[src/assert_macros.svh]
// Assertion macros shared by the ray-march block
`ifndef ASSERT_MACROS_SVH
`define ASSERT_MACROS_SVH

// Antecedent holds in a cycle, consequent holds in the same cycle.
`define ASSERT_SAME(lbl, ante, cons, msg) \
  lbl: assert property (@(posedge clk) disable iff (rst) (ante) |-> (cons)) else $error(msg);

// Antecedent holds in a cycle, consequent holds in the next cycle.
`define ASSERT_NEXT(lbl, ante, cons, msg) \
  lbl: assert property (@(posedge clk) disable iff (rst) (ante) |=> (cons)) else $error(msg);

`endif

[src/grmp_pkg.sv]
// Package: types, constants and helpers of the grid ray-march block
package grmp_pkg;

  localparam int DEF_MAX_CELLS  = 65536;
  localparam int DEF_FLAG_BITS  = 16;
  localparam int DEF_BLOCK_MASK = 2;
  localparam int DEF_MAX_STEPS  = 4096;

  localparam int EPS_Q16 = 1311;

  localparam int SUM_W    = 18;
  localparam int MOD_STEP = 6;
  localparam int MOD_CYC  = 3;

  localparam logic [2:0] REG_CELLS_X   = 3'd0;
  localparam logic [2:0] REG_CELLS_Z   = 3'd1;
  localparam logic [2:0] REG_CELL_SIZE = 3'd2;
  localparam logic [2:0] REG_MIN_X     = 3'd3;
  localparam logic [2:0] REG_MIN_Y     = 3'd4;
  localparam logic [2:0] REG_MIN_Z     = 3'd5;
  localparam logic [2:0] REG_SCALE_X   = 3'd6;
  localparam logic [2:0] REG_SCALE_Z   = 3'd7;

  typedef struct packed {
    logic load;
    logic latch;
    logic mul_x;
    logic mul_z;
    logic set_z;
    logic idx;
    logic adr;
    logic mod;
    logic rd;
    logic step;
    logic hx;
    logic hz;
    logic res_miss;
    logic res_orig;
    logic res_hit;
  } cmd_t;

  typedef struct packed {
    logic short_ray;
    logic blocked;
    logic first;
    logic walk_end;
  } stat_t;

  function automatic logic signed [31:0] sat32(input logic signed [49:0] v);
    if (v[49] && !(&v[48:31])) begin
      return 32'sh8000_0000;
    end else if (!v[49] && (|v[48:31])) begin
      return 32'sh7fff_ffff;
    end else begin
      return v[31:0];
    end
  endfunction

  function automatic logic [8:0] cell_idx(input logic signed [31:0] pos,
                                          input logic [8:0] n);
    logic [14:0] c;
    c = pos[30:16];
    if (pos[31]) begin
      return 9'd0;
    end else if (c >= {6'd0, n}) begin
      return n - 9'd1;
    end else begin
      return c[8:0];
    end
  endfunction

endpackage

[src/grmp_ctrl.sv]
// Controller: sequences setup, cell walk, table reads and result issue
module grmp_ctrl
  import grmp_pkg::*;
#(
  parameter int MAX_CELLS = DEF_MAX_CELLS
) (
  input  logic  clk,
  input  logic  rst,
  input  logic  start,
  input  logic  mode,
  input  stat_t stat,
  output cmd_t  cmd,
  output logic  busy,
  output logic  done
);

  localparam bit POW2 = (MAX_CELLS > 1) && ((MAX_CELLS & (MAX_CELLS - 1)) == 0);
  localparam int MCW  = (MOD_CYC > 1) ? $clog2(MOD_CYC) : 1;

  localparam logic [3:0] ST_IDLE  = 4'd0;
  localparam logic [3:0] ST_MUL_X = 4'd1;
  localparam logic [3:0] ST_MUL_Z = 4'd2;
  localparam logic [3:0] ST_SET_Z = 4'd3;
  localparam logic [3:0] ST_IDX   = 4'd4;
  localparam logic [3:0] ST_ADR   = 4'd5;
  localparam logic [3:0] ST_MOD   = 4'd6;
  localparam logic [3:0] ST_RD    = 4'd7;
  localparam logic [3:0] ST_CHK   = 4'd8;
  localparam logic [3:0] ST_HX    = 4'd9;
  localparam logic [3:0] ST_HZ    = 4'd10;
  localparam logic [3:0] ST_HFIN  = 4'd11;

  logic [3:0]     state, state_next;
  logic [MCW-1:0] mcnt, mcnt_next;
  logic           done_next;
  logic           accept;

  assign busy   = (state != ST_IDLE);
  assign accept = start && !busy;

  always_comb begin
    cmd        = '0;
    state_next = state;
    mcnt_next  = mcnt;
    done_next  = 1'b0;
    unique case (state)
      ST_IDLE: begin
        if (accept && !mode) begin
          cmd.load = 1'b1;
        end else if (accept && mode) begin
          cmd.latch = 1'b1;
          if (stat.short_ray) begin
            cmd.res_miss = 1'b1;
            done_next    = 1'b1;
          end else begin
            state_next = ST_MUL_X;
          end
        end
      end
      ST_MUL_X: begin
        cmd.mul_x  = 1'b1;
        state_next = ST_MUL_Z;
      end
      ST_MUL_Z: begin
        cmd.mul_z  = 1'b1;
        state_next = ST_SET_Z;
      end
      ST_SET_Z: begin
        cmd.set_z  = 1'b1;
        state_next = ST_IDX;
      end
      ST_IDX: begin
        cmd.idx    = 1'b1;
        state_next = ST_ADR;
      end
      ST_ADR: begin
        cmd.adr    = 1'b1;
        mcnt_next  = '0;
        state_next = POW2 ? ST_RD : ST_MOD;
      end
      ST_MOD: begin
        cmd.mod   = 1'b1;
        mcnt_next = MCW'(mcnt + 1'b1);
        if (mcnt == MCW'(MOD_CYC - 1)) begin
          state_next = ST_RD;
        end
      end
      ST_RD: begin
        cmd.rd     = 1'b1;
        state_next = ST_CHK;
      end
      ST_CHK: begin
        if (stat.blocked && stat.first) begin
          cmd.res_orig = 1'b1;
          done_next    = 1'b1;
          state_next   = ST_IDLE;
        end else if (stat.blocked) begin
          state_next = ST_HX;
        end else begin
          cmd.step = 1'b1;
          if (stat.walk_end) begin
            cmd.res_miss = 1'b1;
            done_next    = 1'b1;
            state_next   = ST_IDLE;
          end else begin
            state_next = ST_IDX;
          end
        end
      end
      ST_HX: begin
        cmd.hx     = 1'b1;
        state_next = ST_HZ;
      end
      ST_HZ: begin
        cmd.hz     = 1'b1;
        state_next = ST_HFIN;
      end
      ST_HFIN: begin
        cmd.res_hit = 1'b1;
        done_next   = 1'b1;
        state_next  = ST_IDLE;
      end
      default: begin
        state_next = ST_IDLE;
      end
    endcase
  end

  always_ff @(posedge clk) begin
    if (rst) begin
      state <= ST_IDLE;
      mcnt  <= '0;
      done  <= 1'b0;
    end else begin
      state <= state_next;
      mcnt  <= mcnt_next;
      done  <= done_next;
    end
  end

endmodule

[config.mk]
export PLATFORM = sky130hd
export DESIGN_NAME = grmp_ctrl
export DESIGN_NICKNAME = d
export VERILOG_FILES = /design/src/assert_macros.svh /design/src/grmp_pkg.sv /design/src/grmp_ctrl.sv
export SDC_FILE = /design/constraint.sdc
export NUM_CORES = 1
export LEC_CHECK = 0
export ABC_AREA = 1
export BUFFER_PORTS_ARGS = -buffer_cell sky130_fd_sc_hd__buf_4
export CORE_MARGIN = 1.5
export CORE_UTILIZATION = 32
export CTS_CLUSTER_SIZE = 40
export DETAILED_ROUTE_END_ITERATION = 7
export GPL_TIMING_DRIVEN = 0
export PLACE_DENSITY = 0.55
export SYNTH_ARGS = -nofsm -noshare
export SYNTH_HDL_FRONTEND = slang
export SYNTH_SLANG_ARGS = --single-unit
[constraint.sdc]
create_clock -name clk -period 1.6 [get_ports clk]
set_input_delay 0.16 -clock clk [delete_from_list [all_inputs] [get_ports clk]]
set_output_delay 0.16 -clock clk [all_outputs]
set_load 0.02 [all_outputs]
==> run_results.csv <==
group,metric,value,unit
outcome,status,"completed",
critical_path,crit_arrival,1.34,ns
sta,worstMarginPinSlew,0.2602,ns
critical_path,required,1.44,ns
critical_path,r2r_start,"state[3]",
pwr,worst_ir_drop_vdd,0.3748,mV
critical_path,crit_path_top_delay_cell,"dfxtp_2",
drt,routed_wl,1.272,mm
pwr,power.density,670.4,nW/µm²
grt,use_met2,23.64,%
critical_path,worstRegToRegCells,6,
sta,setup_slack,0.1021,ns
critical_path,r2r_end,"state[0]",
clock_tree,clkLatencyLatePin,0.25,ns
critical_path,worst_path_largest_cell_delay,0.34,ns
clock_tree,numClockSinks,7,
clock_tree,hold_buffers,0,
placement,dpl.hpwl,1.043,mm
die,die-area,1835,µm²
critical_path,crit_type,"register to output pin",
logic_synthesis,netlist_area,508.0,µm²
logic_synthesis,ys_ff_latch,7,
hold_path,hp-class,"input port to register",
hold_path,whs_path_depth,2,
placement,place_ws,0.3255,ns
logic_synthesis,yosys_warnings,0,
clock_tree,cts-buffers-inserted,3,
pwr,total_power,0.4982,mW
sta,fin_crit_sh,93.62,%
cells_and_area,nets,126,
drt,drt_iter0_markers,8,
sta,worst_hold_slack,0.1286,ns
hold_path,hold_start,"rst",
critical_path,cp_max_fo,6,
clock_tree,clockRootBuffer,"clkbuf_4",
grt,grt_usage,14.62,%
sta,tns,0,ns
sta,relSlewSlack,82.64,%
die,dieHeight,42.84,µm
logic_synthesis,syn_avg_cell_area,5.773,µm²
sta,clock_skew,0.005577,ns
pwr,p_sw_share,32.10,%
logic_synthesis,ys_seq_area_share,27.59,%
pwr,intPower,0.3383,mW
pwr,clkPwrFrac,32.2,%
die,rows,14,
pwr,cellLeakagePower,0.4355,nW
grt,antenna_found_initial,0,
grt,use_met3,5.532,%
placement,dpl_cell_area,708.2,µm²
clock_tree,clock_path_buffers,2,
sta,rsz0062_at_grt,"no",
grt,grt_max_degree,8,
cells_and_area,final_area,743.2,µm²
critical_path,r2r_slack,0.47,ns
pwr,pwr-share-seq,38.5,%
pwr,p_sw,0.1599,mW
drt,first_pass_iters,4,
cells_and_area,antenna_cells,0,
drt,vias,600,
sta,fmax,0.6676,GHz
die,io_pins,25,
cells_and_area,layout_common_cells,"nand2_1, buf_4, inv_1, nor2_1",
grt,grt_use_met1,18.86,%
clock_tree,tritoncts,"yes",
cells_and_area,fin_util,49.92,%
cells_and_area,drive_gt1_share,37.07,%
cells_and_area,fin_cells,132,
grt,grt_remaining_overflow,0,
grt,grt_pass1_wl,2.056,mm
cells_and_area,area.growth.synth_to_final,46.31,%
critical_path,crit_chain,"nor2_2, nand2_1, nor3b_1, buf_4",
clock_tree,path_clk_slew,0.06,ns
drt,drc,0,
die,start_util,34.12,%
cells_and_area,fillers,167,
sta,drv_slew,0,
sta,finalHoldViolations,0,
placement,placed_cells,128,
placement,portBuffers,24,
critical_path,cp-startpoint,"state[3]",
logic_synthesis,synth_cells,88,
sta,finalCriticalPeriod,1.498,ns
critical_path,start_kind,"register",
sta,setup_viol,0,
placement,place_congestion,0.7473,
logic_synthesis,yosysUniqueCellTypes,15,
die,die_x,42.84,µm
logic_synthesis,syn-num-nets,97,
critical_path,crit_path_end_kind,"output pin",
clock_tree,ctsHtreeMaxLevel,1,
drt,wl_per_cell,9.636,µm
pwr,combPwrFrac,29.2,%
grt,grt_pass1_vias,527,
drt,vias_per_cell,4.545,
grt,grt.busiest_layer,"met2",
die,core,1489,µm²
drt,postRouteAntennaNets,0,
run,maxCapViolCount,0,
critical_path,cp-endpoint,"cmd[14]",
## final cells by class
type / instances / area (µm²) / area share [%]
timing repair buffer: 24 / 183.9 / 24.75
tap: 16 / 20.02 / 2.694
multi-input combinational: 61 / 292.8 / 39.39
sequential: 7 / 145.1 / 19.53
inverter: 20 / 75.07 / 10.10
clock buffer: 4 / 26.28 / 3.535
## critical path, delay by kind of cell (launching register included)
family                 cells  cell delay [ns]
buffers and inverters      1             0.17
DFF                        1             0.34
and+or+nand+nor            3             0.57
## layer usage
layer	up-vias	share of wire, %	wire length, µm
met5	-	0	0
met4	0	0	0
met3	0	6.7	85
met2	17	45	577
met1	260	48	608
li1	323	-	-
## power groups by stage
stage	registers (mW)	logic, mW	clock network [mW]
finish	0.192	0.146	0.161
global route	0.193	0.162	0.174
CTS	0.190	0.146	0.165
detailed placement	0.194	0.145	0
global placement	0.194	0.146	0
floorplan	0.194	0.0857	0
## state kept, by name (all words and copies together), names as in the netlist
| register | flops |
|---|---|
| done | 1 |
| mcnt | 2 |
| state | 4 |
## how the worst min path moves through the flow
stage	slack (ns)	to
floorplan	0.23	mcnt[0]
global placement	0.39	state[0]
detailed placement	0.39	state[0]
CTS	0.13	state[0]
global route	0.13	state[0]
finish	0.13	state[3]
## synth_stat cells
library cell  number  area [µm²]
a31oi_1            2       12.51
nand2_1           23       86.33
ha_1               1       12.51
nor2_2             6       37.54
inv_2              4       15.01
o21ai_0            1       5.000
a221oi_1           1       8.760
o21ai_2            1       8.760
nor3b_1            1       7.510
nor2_1            15       56.30
a21oi_1            3       15.01
dfxtp_1            7       140.1
inv_1             16       60.06
nand3_1            6       30.03
nand4_2            1       12.51
## cells by family (layout without fill, tap and decap cells)
group                      count (synthesis)  in the layout  synth area share (%)
and+or+nand+nor                           52             52                 45.32
buffers and inverters                     20             48                 14.78
AOI/OAI and AO/OA                          8              8                 9.851
DFF                                        7              7                 27.59
adders and majority gates                  1              1                 2.463
## repair_timing
action | in CTS | in global routing
buffers inserted | 0 | 0
endpoints found under the setup margin | 0 | 2
gates resized for setup | 0 | 5
(Power assumes the default switching activity.)
