--- src/assert_macros.svh ---
// Assertion macros shared by the ray-march block
`ifndef ASSERT_MACROS_SVH
`define ASSERT_MACROS_SVH

// Antecedent holds in a cycle, consequent holds in the same cycle.
`define ASSERT_SAME(lbl, ante, cons, msg) \
  lbl: assert property (@(posedge clk) disable iff (rst) (ante) |-> (cons)) else $error(msg);

// Antecedent holds in a cycle, consequent holds in the next cycle.
`define ASSERT_NEXT(lbl, ante, cons, msg) \
  lbl: assert property (@(posedge clk) disable iff (rst) (ante) |=> (cons)) else $error(msg);

`endif

--- src/grmp_pkg.sv ---
// Package: types, constants and helpers of the grid ray-march block
package grmp_pkg;

  localparam int DEF_MAX_CELLS  = 65536;
  localparam int DEF_FLAG_BITS  = 16;
  localparam int DEF_BLOCK_MASK = 2;
  localparam int DEF_MAX_STEPS  = 4096;

  localparam int EPS_Q16 = 1311;

  localparam int SUM_W    = 18;
  localparam int MOD_STEP = 6;
  localparam int MOD_CYC  = 3;

  localparam logic [2:0] REG_CELLS_X   = 3'd0;
  localparam logic [2:0] REG_CELLS_Z   = 3'd1;
  localparam logic [2:0] REG_CELL_SIZE = 3'd2;
  localparam logic [2:0] REG_MIN_X     = 3'd3;
  localparam logic [2:0] REG_MIN_Y     = 3'd4;
  localparam logic [2:0] REG_MIN_Z     = 3'd5;
  localparam logic [2:0] REG_SCALE_X   = 3'd6;
  localparam logic [2:0] REG_SCALE_Z   = 3'd7;

  typedef struct packed {
    logic load;
    logic latch;
    logic mul_x;
    logic mul_z;
    logic set_z;
    logic idx;
    logic adr;
    logic mod;
    logic rd;
    logic step;
    logic hx;
    logic hz;
    logic res_miss;
    logic res_orig;
    logic res_hit;
  } cmd_t;

  typedef struct packed {
    logic short_ray;
    logic blocked;
    logic first;
    logic walk_end;
  } stat_t;

  function automatic logic signed [31:0] sat32(input logic signed [49:0] v);
    if (v[49] && !(&v[48:31])) begin
      return 32'sh8000_0000;
    end else if (!v[49] && (|v[48:31])) begin
      return 32'sh7fff_ffff;
    end else begin
      return v[31:0];
    end
  endfunction

  function automatic logic [8:0] cell_idx(input logic signed [31:0] pos,
                                          input logic [8:0] n);
    logic [14:0] c;
    c = pos[30:16];
    if (pos[31]) begin
      return 9'd0;
    end else if (c >= {6'd0, n}) begin
      return n - 9'd1;
    end else begin
      return c[8:0];
    end
  endfunction

endpackage

--- src/grmp_dp.sv ---
// Datapath: config registers, grid mapping, walk arithmetic and result registers
module grmp_dp
  import grmp_pkg::*;
#(
  parameter int MAX_CELLS  = DEF_MAX_CELLS,
  parameter int FLAG_BITS  = DEF_FLAG_BITS,
  parameter int BLOCK_MASK = DEF_BLOCK_MASK,
  parameter int MAX_STEPS  = DEF_MAX_STEPS
) (
  input  logic                                                  clk,
  input  logic                                                  rst,
  input  cmd_t                                                  cmd,
  output stat_t                                                 stat,
  input  logic                                                  cfg_we,
  input  logic [2:0]                                            cfg_index,
  input  logic [31:0]                                           cfg_data,
  input  logic [15:0]                                           cell_addr,
  input  logic [15:0]                                           cell_flag,
  input  logic signed [31:0]                                    origin_x,
  input  logic signed [31:0]                                    origin_y,
  input  logic signed [31:0]                                    origin_z,
  input  logic signed [31:0]                                    dir_x,
  input  logic signed [31:0]                                    dir_z,
  input  logic [30:0]                                           ray_length,
  output logic                                                  ram_we,
  output logic [((MAX_CELLS > 1) ? $clog2(MAX_CELLS) : 1)-1:0] ram_waddr,
  output logic [FLAG_BITS-1:0]                                  ram_wdata,
  output logic                                                  ram_re,
  output logic [((MAX_CELLS > 1) ? $clog2(MAX_CELLS) : 1)-1:0] ram_raddr,
  input  logic [FLAG_BITS-1:0]                                  ram_rdata,
  output logic                                                  hit,
  output logic signed [31:0]                                    hit_x,
  output logic signed [31:0]                                    hit_y,
  output logic signed [31:0]                                    hit_z
);

  localparam int AW   = (MAX_CELLS > 1) ? $clog2(MAX_CELLS) : 1;
  localparam int RW   = AW + 1;
  localparam bit POW2 = (MAX_CELLS > 1) && ((MAX_CELLS & (MAX_CELLS - 1)) == 0);
  localparam int SW   = $clog2(MAX_STEPS + 1);

  logic [8:0]         cells_x, cells_z;
  logic [30:0]        cell_size;
  logic signed [31:0] min_x, min_y, min_z, scale_x, scale_z;

  logic signed [31:0] ox, oy, oz, dx, dz;
  logic [30:0]        len;

  logic signed [32:0] mul_a;
  logic signed [31:0] mul_b;
  logic signed [64:0] prod;
  logic signed [48:0] prod_fl;

  logic signed [31:0] gx, gz;
  logic signed [32:0] dist_left, dist_left_next;
  logic [SW-1:0]      steps, steps_next;
  logic [8:0]         nx, nz, ix, iz;
  logic [SUM_W-1:0]   asum, asum_sh;
  logic [AW-1:0]      rem, rem_next;

  always_ff @(posedge clk) begin
    if (rst) begin
      cells_x   <= 9'd1;
      cells_z   <= 9'd1;
      cell_size <= 31'd65536;
      min_x     <= '0;
      min_y     <= '0;
      min_z     <= '0;
      scale_x   <= 32'sd65536;
      scale_z   <= 32'sd65536;
    end else if (cfg_we) begin
      unique case (cfg_index)
        REG_CELLS_X:   cells_x   <= cfg_data[8:0];
        REG_CELLS_Z:   cells_z   <= cfg_data[8:0];
        REG_CELL_SIZE: cell_size <= cfg_data[30:0];
        REG_MIN_X:     min_x     <= cfg_data;
        REG_MIN_Y:     min_y     <= cfg_data;
        REG_MIN_Z:     min_z     <= cfg_data;
        REG_SCALE_X:   scale_x   <= cfg_data;
        REG_SCALE_Z:   scale_z   <= cfg_data;
        default:       cells_x   <= cells_x;
      endcase
    end
  end

  assign ram_we    = cmd.load && (32'(cell_addr) < 32'(MAX_CELLS));
  assign ram_waddr = AW'(cell_addr);
  assign ram_wdata = FLAG_BITS'(cell_flag);
  assign ram_re    = cmd.rd;
  assign ram_raddr = POW2 ? AW'(asum) : rem;

  assign nx = (cells_x == 9'd0) ? 9'd1 : cells_x;
  assign nz = (cells_z == 9'd0) ? 9'd1 : cells_z;

  always_comb begin
    if (cmd.mul_x) begin
      mul_a = 33'(ox) - 33'(min_x);
      mul_b = scale_x;
    end else if (cmd.mul_z) begin
      mul_a = 33'(oz) - 33'(min_z);
      mul_b = scale_z;
    end else if (cmd.hx) begin
      mul_a = $signed({2'b00, cell_size});
      mul_b = gx;
    end else begin
      mul_a = $signed({2'b00, cell_size});
      mul_b = gz;
    end
  end

  assign prod_fl = $signed(prod[64:16]);

  assign dist_left_next = dist_left - $signed({2'b00, cell_size});
  assign steps_next     = SW'(steps + 1'b1);

  always_comb begin
    logic [RW-1:0]    t;
    logic [AW-1:0]    r;
    logic [SUM_W-1:0] sh;
    r  = rem;
    sh = asum;
    for (int k = 0; k < MOD_STEP; k++) begin
      t  = {r, sh[SUM_W-1]};
      sh = {sh[SUM_W-2:0], 1'b0};
      if (t >= RW'(MAX_CELLS)) begin
        t = t - RW'(MAX_CELLS);
      end
      r = t[AW-1:0];
    end
    rem_next = r;
    asum_sh  = sh;
  end

  assign stat.short_ray = (ray_length < 31'(EPS_Q16));
  assign stat.blocked   = |(ram_rdata & FLAG_BITS'(BLOCK_MASK));
  assign stat.first     = (steps == '0);
  assign stat.walk_end  = dist_left_next[32] || (steps_next == SW'(MAX_STEPS));

  always_ff @(posedge clk) begin
    if (cmd.latch) begin
      ox  <= origin_x;
      oy  <= origin_y;
      oz  <= origin_z;
      dx  <= dir_x;
      dz  <= dir_z;
      len <= ray_length;
    end
    if (cmd.mul_x || cmd.mul_z || cmd.hx || cmd.hz) begin
      prod <= mul_a * mul_b;
    end
    if (cmd.mul_z) begin
      gx <= sat32(50'(prod_fl));
    end
    if (cmd.set_z) begin
      gz        <= sat32(50'(prod_fl));
      dist_left <= $signed({2'b00, len}) + 33'(EPS_Q16);
      steps     <= '0;
    end
    if (cmd.idx) begin
      ix <= cell_idx(gx, nx);
      iz <= cell_idx(gz, nz);
    end
    if (cmd.adr) begin
      asum <= SUM_W'(ix) + SUM_W'(iz) * SUM_W'(nx);
      rem  <= '0;
    end
    if (cmd.mod) begin
      asum <= asum_sh;
      rem  <= rem_next;
    end
    if (cmd.step) begin
      dist_left <= dist_left_next;
      steps     <= steps_next;
      gx        <= sat32(50'(gx) + 50'(dx));
      gz        <= sat32(50'(gz) + 50'(dz));
    end
    if (cmd.res_miss) begin
      hit   <= 1'b0;
      hit_x <= '0;
      hit_y <= '0;
      hit_z <= '0;
    end
    if (cmd.res_orig) begin
      hit   <= 1'b1;
      hit_x <= ox;
      hit_y <= oy;
      hit_z <= oz;
    end
    if (cmd.hz) begin
      hit_x <= sat32(50'(prod_fl) + 50'(min_x));
    end
    if (cmd.res_hit) begin
      hit   <= 1'b1;
      hit_y <= min_y;
      hit_z <= sat32(50'(prod_fl) + 50'(min_z));
    end
  end

endmodule

--- config.mk ---
export PLATFORM = sky130hd
export DESIGN_NAME = grmp_dp
export DESIGN_NICKNAME = d
export VERILOG_FILES = /design/src/assert_macros.svh /design/src/grmp_pkg.sv /design/src/grmp_dp.sv
export SDC_FILE = /design/constraint.sdc
export NUM_CORES = 2
export LEC_CHECK = 0
export BUFFER_PORTS_ARGS = -buffer_cell sky130_fd_sc_hd__buf_2
export CORE_MARGIN = 2
export CORE_UTILIZATION = 55
export DETAILED_ROUTE_END_ITERATION = 8
export PLACE_DENSITY = 0.8
export SYNTH_ARGS = -nofsm -noshare
export SYNTH_HDL_FRONTEND = slang
export SYNTH_SLANG_ARGS = --single-unit
--- constraint.sdc ---
create_clock -name clk -period 19.75 [get_ports clk]
set_clock_uncertainty 0.1 [all_clocks]
set_input_delay 1.975 -clock clk [delete_from_list [all_inputs] [get_ports clk]]
set_output_delay 1.975 -clock clk [all_outputs]
set_load 0.05 [all_outputs]
==> impl_metrics.ini <==
[status]
result_of_the_run = complete, no violations

[worst_setup_path]
cp_data_required_time_ns = 20.09
criticalPathCategory = reg -> reg
critPathCaptureType = flop
critPathLaunchType = flop
worst_path_max_delay_cell = o21a_1
worst_path_largest_cell_delay_ns = 1.18
worstPathArrival_ns = 13.33
worst-path-max-fanout = 18
crit_path_frequent_cell = fa_1

[sta]
fin_crit_sh_pct = 65.7
timing_worst_slew_pin_value_ns = 1.46
totalNegativeSetupSlack_ns = 0
worst_hold_slack_ns = 0.356
final_max_slew_viol_count = 0
final_period_minus_worst_setup_slack_ns = 12.98
rsz0062_at_grt = no
number_of_endpoints_with_negative_hold_slack_in_the_final_report = 0
achievable-frequency_ghz = 0.0770
final-setup-viol-count = 0
slew_headroom_pct = 2.54

[clocking]
cts-buffers-inserted = 77
clockBufferDepth = 3
post_cts_sizing = 0
cts_hold_buf = 0
worst_skew_pair.late_latency_ns = 0.72
clkTransAtPathRegs_ns = 0.07
htree_levels = 3
cts_tree = built
post_cts_buffers = 0
root_buffer = clkbuf_16
number_of_clock_sinks = 690

[layout]
drive_gt1_share_pct = 7.58
mostFrequentLayoutCell = inv_1
final-instance-count-excl-fill = 11044
nets = 11019
layout_common_cells = inv_1 (1336), nand2_1 (1315), fa_1 (1172), nor2_1 (803), a21oi_1 (607)
area_delta_synth_final_pct = 7.57

[synth]
complex_gate_fraction_of_the_synthesized_area_pct = 12.8
postSynth.topFlopCell = edfxtp_1
syn_avg_cell_area_sq_um = 9.06
post_synth_and_or_nand_nor_area_fraction_pct = 14.6
yosysWarnings = 0
synth_fp_nets = 10895
synth.area.mux_share_pct = 0.789
ys_types = 100
synth_xor_xnor_area_share_pct = 3.45
ys_async_sr_fraction_pct = 0
combinational_family_with_the_most_area_after_synthesis = adder cells
synth_enable_flop_cells = 474
syn-instance-count = 8925
mappedNetlistArea_sq_um = 80900
yosys_register_bits = 690
portion_of_the_post_synthesis_area_used_by_sequential_elements_pct = 22.9
yosys.area_share.adder_pct = 36.8

[grt]
maximum_number_of_pins_on_one_net_before_global_route_repair = 92
grt_pass1_wl_um = 415000
initial_antenna_violation_count = 14
globalRoute.totalOverflow = 0
grt_pass1_vias = 68166
grt.total_usage_pct = 36.8

[die]
die-area_sq_um = 150000
placement_rows = 140
initial_core_util_pct = 55.5
chipHeight_um = 387
die_w_um = 387
area_of_the_core_sq_um = 146000
io-pin-count = 443

[route]
post-route-drc-count = 0
routed_wl_um = 277000
avgRoutedWirePerCell_um = 25.1
ant_nets = 0
via_count = 67877
vias_per_cell = 6.15
dr.first_iter.drc_count = 7993
count_of_tritonroute_iterations_in_the_first_routing_pass = 8

[place]
detail_placement_hpwl_um = 217000
placedCellCount = 10886
placement.io_buffers = 357
routability_congestion = 1.05

[worst_hold_path]
min-delay-path-class = reg -> reg

[flow_run]
timing.max_cap.violations = 0
-- Yosys cell counts (all sizes together) (11+ instances only) --
master | instances | area share, %
nand3 | 94 | 0.59
nand2 | 1316 | 6.1
a211o | 13 | 0.14
a31oi | 34 | 0.26
nand4 | 59 | 0.46
fa | 1172 | 29
clkbuf | 352 | 1.7
nand2b | 74 | 0.57
o21a | 72 | 0.67
o21bai | 39 | 0.36
a211oi | 56 | 0.53
o31a | 11 | 0.12
nor2b | 59 | 0.46
nor4 | 32 | 0.25
and2 | 102 | 0.79
nor3 | 72 | 0.45
a21boi | 16 | 0.15
o21ai | 304 | 1.9
nand3b | 16 | 0.15
a21o | 204 | 1.9
dfxtp | 216 | 5.3
xor2 | 110 | 1.2
and3 | 37 | 0.29
a22o | 59 | 0.64
o31ai | 29 | 0.31
a22oi | 47 | 0.44
ha | 506 | 7.8
inv | 1336 | 6.2
a21oi | 616 | 3.8
a311oi | 14 | 0.15
or2 | 16 | 0.12
edfxtp | 474 | 18
or3 | 36 | 0.28
buf | 77 | 0.58
mux2i | 57 | 0.71
o22ai | 13 | 0.10
nor2 | 809 | 3.8
xnor2 | 209 | 2.3
o211ai | 24 | 0.23
-- critical path, delay by kind of cell (launching register included) --
| family | cells | cell delay (ns) |
|---|---|---|
| compound gates | 14 | 5.24 |
| fa+ha+maj | 10 | 4.76 |
| simple gates | 6 | 0.94 |
| mux | 1 | 0.59 |
| flops | 1 | 0.45 |
| buf+inv | 6 | 0.33 |
| xor+xnor | 2 | 0.26 |
-- flip-flops by register name, summed over array words and instances, names as in the netlist, 31 cells and up --
register	cells
cell_size	31
dist_left	33
dx	32
dz	32
gx	32
gz	32
hit_x	32
hit_y	32
hit_z	32
len	31
min_x	32
min_y	32
min_z	32
ox	32
oy	32
oz	32
prod	49
scale_x	32
scale_z	32
-- path summary, 6_finish.rpt --
| check | cells after the start | slack, ns | from | end |
|---|---|---|---|---|
| max | 39 | 6.77 | oz[2] | prod[64] |
| min | 2 | 0.36 | cell_size[26] | cell_size[26] |
| max reg2reg | 39 | 6.77 | oz[2] | prod[64] |
| min reg2reg | 2 | 0.36 | cell_size[26] | cell_size[26] |
-- logic make-up after synthesis --
group / after synthesis
adders and majority gates: 1678
and+or+nand+nor: 2759
muxes: 63
buffers and inverters: 1771
DFF: 690
AOI/OAI and AO/OA: 1645
xor gates and xnor gates: 319
-- through the flow --
step                worst slack [ns]  area (sq um)  util (%)
floorplan                       8.70         80900         -
global placement                7.31         84400      57.9
detailed placement              7.10         84400      57.9
CTS                             7.06         86900      59.6
global route                    6.47         87000      59.7
finish                          6.77         87000      59.7
-- per-layer routing --
metal	global-route usage, %	up-vias	routed length, um
met5	0	-	63
met4	24.9	10	22200
met3	9.78	945	34500
met2	54.7	4287	120000
met1	47.1	33434	100000
li1	-	29201	-
-- layout make-up --
| cell class | count | area (sq um) |
|---|---|---|
| diodes | 15 | 37.5 |
| clock buffers | 102 | 2150 |
| clock inverters | 40 | 414 |
| fillers | 12127 | 58700 |
| inverters | 1340 | 5030 |
| multi-input cells | 6464 | 55700 |
| flip-flops and latches | 690 | 18600 |
| well taps | 1917 | 2400 |
| repair buffers | 476 | 2720 |
Power is left out: the tool's default activity adds up to more than one toggle a clock period on the data nets, which glitch-free logic cannot reach.
